<file path="config.mk">
export PLATFORM = sky130hd
export DESIGN_NAME = gmbd_ctrl
export DESIGN_NICKNAME = d
export VERILOG_FILES = /design/src/hw/rtl/gmbd_pkg.sv /design/src/hw/rtl/gmbd_ctrl.sv
export SDC_FILE = /design/constraint.sdc
export NUM_CORES = 1
export LEC_CHECK = 0
export BUFFER_PORTS_ARGS = -buffer_cell sky130_fd_sc_hd__buf_4
export CAP_MARGIN = 40
export CORE_ASPECT_RATIO = 1.2
export CORE_MARGIN = 5
export CORE_UTILIZATION = 45
export DETAILED_ROUTE_END_ITERATION = 10
export PLACE_DENSITY = 0.68
export SLEW_MARGIN = 25
export SYNTH_ARGS = -nofsm -noshare
export SYNTH_HDL_FRONTEND = slang
export SYNTH_SLANG_ARGS = --single-unit
</file>
<file path="constraint.sdc">
create_clock -name clk -period 3 [get_ports clk]
set_clock_uncertainty 0.05 [all_clocks]
set_input_delay 0.15 -clock clk [delete_from_list [all_inputs] [get_ports clk]]
set_output_delay 0.15 -clock clk [all_outputs]
set_load 0.05 [all_outputs]
</file>
<file path="src/hw/rtl/gmbd_pkg.sv">
package gmbd_pkg;

	localparam int MAX_VERTICES = 64;
	localparam int VW = $clog2(MAX_VERTICES);
	localparam int CW = VW + 1;
	localparam int EW = 12;
	localparam logic [CW-1:0] VCOUNT_RESET = CW'(MAX_VERTICES);

	typedef enum logic [1:0] {
		ACT_INSERT = 2'd0,
		ACT_REMOVE = 2'd1,
		ACT_BFS    = 2'd2,
		ACT_DFS    = 2'd3
	} action_t;

	typedef enum logic [3:0] {
		OP_IDLE   = 4'd0,
		OP_LOAD   = 4'd1,
		OP_EDGE_A = 4'd2,
		OP_EDGE_B = 4'd3,
		OP_FLUSH  = 4'd4,
		OP_BPOP   = 4'd5,
		OP_BVISIT = 4'd6,
		OP_BSCAN  = 4'd7,
		OP_DSCAN  = 4'd8,
		OP_DPOP   = 4'd9
	} dp_op_t;

	typedef struct packed {
		logic       in_oor;
		logic [1:0] in_action;
		logic       need;
		logic       out_free;
		logic       q_empty;
		logic       emit_ok;
		logic       found;
		logic       stack_empty;
	} dp_status_t;

	typedef struct packed {
		logic          found;
		logic [VW-1:0] idx;
	} first_t;

	typedef struct packed {
		logic [VW-1:0] v;
		logic [CW-1:0] nxt;
	} stack_entry_t;

	function automatic first_t first_one(input logic [MAX_VERTICES-1:0] vec);
		first_t r;
		r.found = 1'b0;
		r.idx = '0;
		for (int i = MAX_VERTICES - 1; i >= 0; i--) begin
			if (vec[i]) begin
				r.found = 1'b1;
				r.idx = VW'(i);
			end
		end
		return r;
	endfunction

endpackage

</file>
<file path="src/hw/rtl/gmbd_ctrl.sv">
module gmbd_ctrl import gmbd_pkg::*; (
	input  logic       clk,
	input  logic       arst_n,
	input  logic       in_valid,
	output logic       in_ready,
	input  dp_status_t st,
	output dp_op_t     op
);

	typedef enum logic [8:0] {
		S_IDLE   = 9'b000000001,
		S_EDGE_A = 9'b000000010,
		S_EDGE_B = 9'b000000100,
		S_FLUSH  = 9'b000001000,
		S_BPOP   = 9'b000010000,
		S_BVISIT = 9'b000100000,
		S_BSCAN  = 9'b001000000,
		S_DSCAN  = 9'b010000000,
		S_DPOP   = 9'b100000000
	} state_t;

	state_t state_q, state_d;

	assign in_ready = (state_q == S_IDLE);

	always_comb begin
		state_d = state_q;
		op = OP_IDLE;
		case (state_q)
			S_IDLE: begin
				if (in_valid) begin
					op = OP_LOAD;
					if (st.in_oor)
						state_d = S_FLUSH;
					else begin
						case (st.in_action)
							ACT_INSERT, ACT_REMOVE: state_d = S_EDGE_A;
							ACT_BFS: state_d = S_BPOP;
							default: state_d = S_DSCAN;
						endcase
					end
				end
			end
			S_EDGE_A: begin
				op = OP_EDGE_A;
				state_d = st.need ? S_EDGE_B : S_FLUSH;
			end
			S_EDGE_B: begin
				op = OP_EDGE_B;
				state_d = S_FLUSH;
			end
			S_FLUSH: begin
				op = OP_FLUSH;
				if (st.out_free)
					state_d = S_IDLE;
			end
			S_BPOP: begin
				op = OP_BPOP;
				state_d = st.q_empty ? S_FLUSH : S_BVISIT;
			end
			S_BVISIT: begin
				op = OP_BVISIT;
				if (st.emit_ok)
					state_d = S_BSCAN;
			end
			S_BSCAN: begin
				op = OP_BSCAN;
				if (!st.found)
					state_d = S_BPOP;
			end
			S_DSCAN: begin
				op = OP_DSCAN;
				if (!st.found)
					state_d = st.stack_empty ? S_FLUSH : S_DPOP;
			end
			S_DPOP: begin
				op = OP_DPOP;
				state_d = S_DSCAN;
			end
			default: state_d = S_IDLE;
		endcase
	end

	always_ff @(posedge clk or negedge arst_n) begin
		if (!arst_n)
			state_q <= S_IDLE;
		else
			state_q <= state_d;
	end

endmodule

</file>
==> results of run 1 <==
[synth_stat cells (2+ instances only)]
| library cell | n | area share |
|---|---|---|
| inv_1 | 2 | 0.0098 |
| nand3_1 | 4 | 0.026 |
| nor3_1 | 5 | 0.033 |
| nand4b_1 | 2 | 0.023 |
| clkbuf_1 | 4 | 0.020 |
| buf_4 | 2 | 0.020 |
| nand2_1 | 6 | 0.029 |
| xnor2_1 | 4 | 0.046 |
| nor2_1 | 10 | 0.049 |
| mux2_1 | 2 | 0.029 |
| nor4b_1 | 3 | 0.034 |
| xor2_1 | 3 | 0.034 |
| dfrtp_1 | 8 | 0.26 |
| nor4_1 | 3 | 0.024 |
[routing by layer]
metal | GRT usage | vias up
met4 | 0.0615 | 0
li1 | - | 342
met5 | 0 | -
met2 | 0.248 | 21
met3 | 0.0390 | 6
met1 | 0.220 | 353
[final timing paths]
check | from | to | slack [ps] | cells past startpoint
max | state_q[4] | op[0] | 630 | 5
min | st[7] | state_q[1] | 20 | 2
max reg2reg | state_q[4] | state_q[6] | 690 | 4
min reg2reg | state_q[8] | state_q[2] | 550 | 1
max in group asynchronous | arst_n | state_q[0] | 2490 | 2
min in group asynchronous | arst_n | state_q[7] | 200 | 2
[kinds of logic after synthesis]
kind of cell / Yosys count
AO/OA/AOI/OAI: 13
XOR/XNOR: 7
buffers and inverters: 11
flip-flops: 9
multiplexers: 3
AND/OR/NAND/NOR: 43
[through the flow]
step                      instance area [sq um]  worst slack, ps   util
after global routing                        901              417  0.556
after floorplan                             768              584      -
after global placement                      865              698  0.533
after detailed placement                    865              698  0.533
final                                       901              633  0.556
after CTS                                   901              627  0.556
[what timing repair did]
action / CTS / global route
hold buffers: 1 / 0
endpoints found under the hold margin: 9 / 0
endpoints found under the setup margin: 0 / 0
setup buffers: 0 / 0
[final cells by class]
class | count | area [sq um]
clock buffer | 4 | 26.3
fill | 151 | 721
inverter | 3 | 11.3
multi-input combinational | 66 | 484
sequential | 9 | 226
tap | 18 | 22.5
timing repair buffer | 17 | 130
[power breakdown]
| part | switching, mW | internal [mW] |
|---|---|---|
| Clock | 0.0420 | 0.0512 |
| Combinational | 0.286 | 0.185 |
| Sequential | 0.0521 | 0.147 |
[cells in the final DEF, fill, tap and decap left out, types with 3 or more instances in the layout]
| cell type | synthesis | layout |
|---|---|---|
| buf_4 | 2 | 16 |
| nor4_1 | 3 | 3 |
| nor3_1 | 5 | 5 |
| clkbuf_4 | 0 | 3 |
| nor4b_1 | 3 | 3 |
| nand2_1 | 6 | 6 |
| nor2_1 | 10 | 10 |
| dfrtp_1 | 8 | 8 |
| xor2_1 | 3 | 3 |
| xnor2_1 | 4 | 4 |
| nand3_1 | 4 | 4 |
==> metrics.yaml, run 1 <==
finish.net_count: 112
top_layer: "met4"
io_pins: 17
finalHoldViolCount: 0
ys_ff_latch: 9
post_synth_and_or_nand_nor_area_fraction: 0.344
power.leakage_nw: 0.421
root_buffer: "clkbuf_4"
ys_seq_area_frac: 0.295
dieArea_sq_um: 2640
syn_area_per_cell_sq_um: 8.93
worstHoldPathType: "in2reg"
drive_above_1_share: 0.283
place_hpwl_um: 1550
rows: 16
synth_top_family_by_area: "simple AND/OR/NAND/NOR gates"
total_power_uw: 764
antenna_found_initial: 0
dp.cells: 112
synth_edf_count: 0
core-area_sq_um: 1620
htreeDepth: 1
antenna_cells: 0
drv_cap: 0
worstPathMaxFanout: 8
cp-end-kind: "primary output"
drt_wl_total_um: 1970
finalMaxSlewViolations: 0
drtPass1Iterations: 4
vias_per_cell: 6.17
path_clk_slew_ps: 60
met3_length_um: 100
drc: 0
cts_tree: "done"
grt_pass1_wl_um: 3220
port_buffers: 16
wire_per_inst_um: 16.8
p_per_area_nw_per_um2: 848
slew_headroom: 0.676
crit_type: "reg2out"
tightest_slew_ps: 482
track_usage: 0.164
period_needed_ps: 2370
cts_made_buffers: 3
reg_top3: "state_q (9)"
routed-via-count: 722
drtAntennaViolNets: 0
syn-cell-area_sq_um: 768
crit_chain: "nor4_4 -> nand4b_1 -> inv_2 -> a221o_1 -> buf_4"
startpoint_type: "flip-flop"
synth_compound_area_frac: 0.164
arrival_ps: 2170
yosys_warnings: 0
setup_viol: 0
setup_tns_ps: 0
cpMaxStageDelayCell: "dfrtp_1"
syn_to_final_growth_pct: 17.3
wl_met1_um: 878
synth-main-ff-cell: "dfrtp_1"
synthCells: 86
largest_register_ffs: 9
grt_max_degree: 11
outcome: "finished clean"
die_y_um: 55.3
regMostFlops: "state_q"
grt_pass1_vias: 721
crit_required_ps: 2800
syn_nets: 98
ys_types: 42
slowest_delay_ps: 520
start_util: 0.474
clock_sinks: 9
worst-path-buf-inv: 2
irDropWorstVdd_mv: 0.637
clk_latency_ps: 260
clk_path_buf_depth: 2
max_freq_mhz: 422
ys_async_sr_fraction: 1.00
gp_congestion: 0.931
fin_hold_ws_ps: 16.0
drt_iter0_markers: 24
crit_family: "simple AND/OR/NAND/NOR gates"
cts-resized-gates: 0
die_w_um: 47.7
yosys.area_share.adder: 0
final.period_utilization: 0.789
rsz0062_at_grt: "false"
synthXorXnorAreaFrac: 0.0798
synthMuxAreaShare: 0.0423
grt.overflow.total: 0
stdcell_count: 117
wl_met2_um: 934
No activity file was read; power rests on OpenSTA's default activity.
==> inputs of run 2 (changes only) <==
--- a/config.mk
+++ b/config.mk
@@ -11,7 +11,7 @@
 export CORE_MARGIN = 5
 export CORE_UTILIZATION = 45
 export DETAILED_ROUTE_END_ITERATION = 10
-export PLACE_DENSITY = 0.68
+export PLACE_DENSITY = 0.71
 export SLEW_MARGIN = 25
 export SYNTH_ARGS = -nofsm -noshare
 export SYNTH_HDL_FRONTEND = slang
==> constraint.sdc (replaced) <==
create_clock -name clk -period 1.9 [get_ports clk]
set_clock_uncertainty 0.05 [all_clocks]
set_input_delay 0.095 -clock clk [delete_from_list [all_inputs] [get_ports clk]]
set_output_delay 0.095 -clock clk [all_outputs]
set_load 0.05 [all_outputs]
==> run 2 against run 1 <==
Net effect: the flow now finishes with violations (setup timing); critical endpoint is now op[1]; sequential share of layout area decreased by 8.0 points; setup slack got worse by 900 ps; highest routed layer unchanged; routed wire length is 50% higher; design area is 49% higher; clock power is 77% higher; final cell count increased by 28%; count of clock-buffer cells in the layout decreased by 1; register-to-register slack worse by 930 ps; critical path type unchanged.
==> metrics.yaml, run 2 (synthesis results as in run 1) <==
setup_viol: 13  # +13
grt.overflow.total: 0  # unchanged
largest_register_ffs: 9  # unchanged
final_common_cell: "buf_4"
startpoint_type: "flip-flop"
drt_iter0_markers: 36  # +50%
arrival_ps: 2030  # -140 ps
drc: 0  # unchanged
cp-end-kind: "primary output"
drtAntennaViolNets: 0  # unchanged
grt_pass1_vias: 881  # +22%
dieArea_sq_um: 2640  # unchanged
clock_sinks: 9  # unchanged
routed-via-count: 915  # +27%
rsz0062_at_grt: "true"
power.leakage_nw: 0.624  # +48%
outcome: "finished with violations"
total_power_mw: 2.00  # +160%
wire_per_inst_um: 19.6  # +17%
setup_tns_ps: -1810  # -1810 ps
worstHoldPathType: "in2reg"
cp-startpoint: "state_q[1]"
clk_path_buf_depth: 2  # unchanged
timing.final.ws_setup_ps: -270  # -903 ps
track_usage: 0.216  # +0.0521
finalMaxSlewViolations: 0  # unchanged
clk_latency_ps: 290  # +30 ps
die_y_um: 55.3  # unchanged
period_needed_ps: 2170
cts_made_buffers: 3  # unchanged
irDropWorstVdd_mv: 0.830  # +30%
io_pins: 17  # unchanged
place_hpwl_um: 1730  # +12%
max_freq_mhz: 461
grt_pass1_wl_um: 4080  # +27%
root_buffer: "clkbuf_4"
port_buffers: 16  # unchanged
vias_per_cell: 6.10  # -1.1%
reg_top3: "state_q (9)"
antenna_cells: 0  # unchanged
htreeDepth: 1  # unchanged
drt_wl_total_um: 2950  # +50%
syn_to_final_growth_pct: 74.3
path_clk_slew_ps: 70  # about the same
start_util: 0.474  # unchanged
core-area_sq_um: 1620  # unchanged
gp_congestion: 0.983  # +5.6%
die_w_um: 47.7  # unchanged
drtPass1Iterations: 4  # unchanged
violations: "setup timing"
fin_hold_ws_ps: 14.5  # -1.45 ps
drv_cap: 0  # unchanged
r2r-start: "state_q[1]"
worstPathMaxFanout: 2  # -6
min_from: "st[5]"
cts_tree: "done"
tightest_slew_ps: 329  # -152 ps
crit_type: "reg2out"
final.period_utilization: 1.14
regMostFlops: "state_q"
crit_required_ps: 1750  # -1050 ps
rows: 16  # unchanged
p_per_area_nw_per_um2: 1490  # +76%
final_util: 0.826  # +0.270
slew_headroom: 0.780  # +0.104
finalHoldViolCount: 0  # unchanged
most-common-layout-cells: "36 x buf_4, 8 x nor2_1, 6 x buf_6, 6 x dfrtp_1"
grt_max_degree: 11  # unchanged
finish.net_count: 145  # +29%
drive_above_1_share: 0.583  # +0.301
antenna_found_initial: 0  # unchanged
run 2: cell types whose count changed in the layout (fill, tap and decap cells not counted), moves of 3 or more:
cell / before / now
buf_4: 16 / 36
buf_6: 0 / 6
dlygate4sd3_1: 1 / 5
buf_8: 0 / 3
run 2: worst max-delay path: stages, from the launching register on:
cell and delay, ps:
dfrtp_1 390, or3_4 390, or4_4 440, o32ai_4 310
buf_6 210
run 2: path summary, 6_finish.rpt:
check	to	slack (ps)	depth (start not counted)
hold / removal	state_q[2]	10	3
setup / recovery	op[1]	-270	4
setup reg to reg	state_q[3]	-240	7
max in group asynchronous	state_q[0]	1470	2
min in group asynchronous	state_q[1]	110	2
hold reg to reg	state_q[2]	550	2
run 2: per-stage QoR:
step	instance area [sq um]	setup WS [ps]	std cells
floorplan	778	-484	86
finish	1340	-270	150
detailed placement	985	-92.5	127
global placement	985	-11.4	127
global route	1340	-314	150
CTS	1170	-228	141
run 2: repair_timing:
| item | 4_1_cts | 5_1_grt |
|---|---|---|
| pin swaps | 4 | 10 |
| resized for setup | 13 | 23 |
| endpoints found under the setup margin | 9 | 11 |
| endpoints found under the hold margin | 12 | 0 |
| buffers inserted | 5 | 10 |
| hold buffers | 5 | 0 |
run 2: layer usage:
| metal | vias to the layer above | wire (um) | part of all wire | global-route usage |
|---|---|---|---|---|
| li1 | 408 | - | - | - |
| met1 | 454 | 1150 | 0.39 | 0.251 |
| met2 | 43 | 1530 | 0.52 | 0.329 |
| met3 | 10 | 160 | 0.054 | 0.0519 |
| met4 | 0 | 105 | 0.036 | 0.150 |
| met5 | - | 0 | 0 | 0 |
run 2: cell type report:
| type | count | area [sq um] |
|---|---|---|
| clock inverters | 1 | 5.00 |
| flip-flops and latches | 9 | 229 |
| fillers | 96 | 283 |
| repair buffers | 50 | 433 |
| inverters | 3 | 13.8 |
| well taps | 18 | 22.5 |
| clock buffers | 3 | 22.5 |
| multi-input cells | 66 | 613 |
run 2: where the power goes:
group / total (mW) / internal [mW] / switching (mW)
Sequential: 0.278 / 0.233 / 0.0449
Combinational: 1.55 / 0.784 / 0.770
Clock: 0.165 / 0.0785 / 0.0865
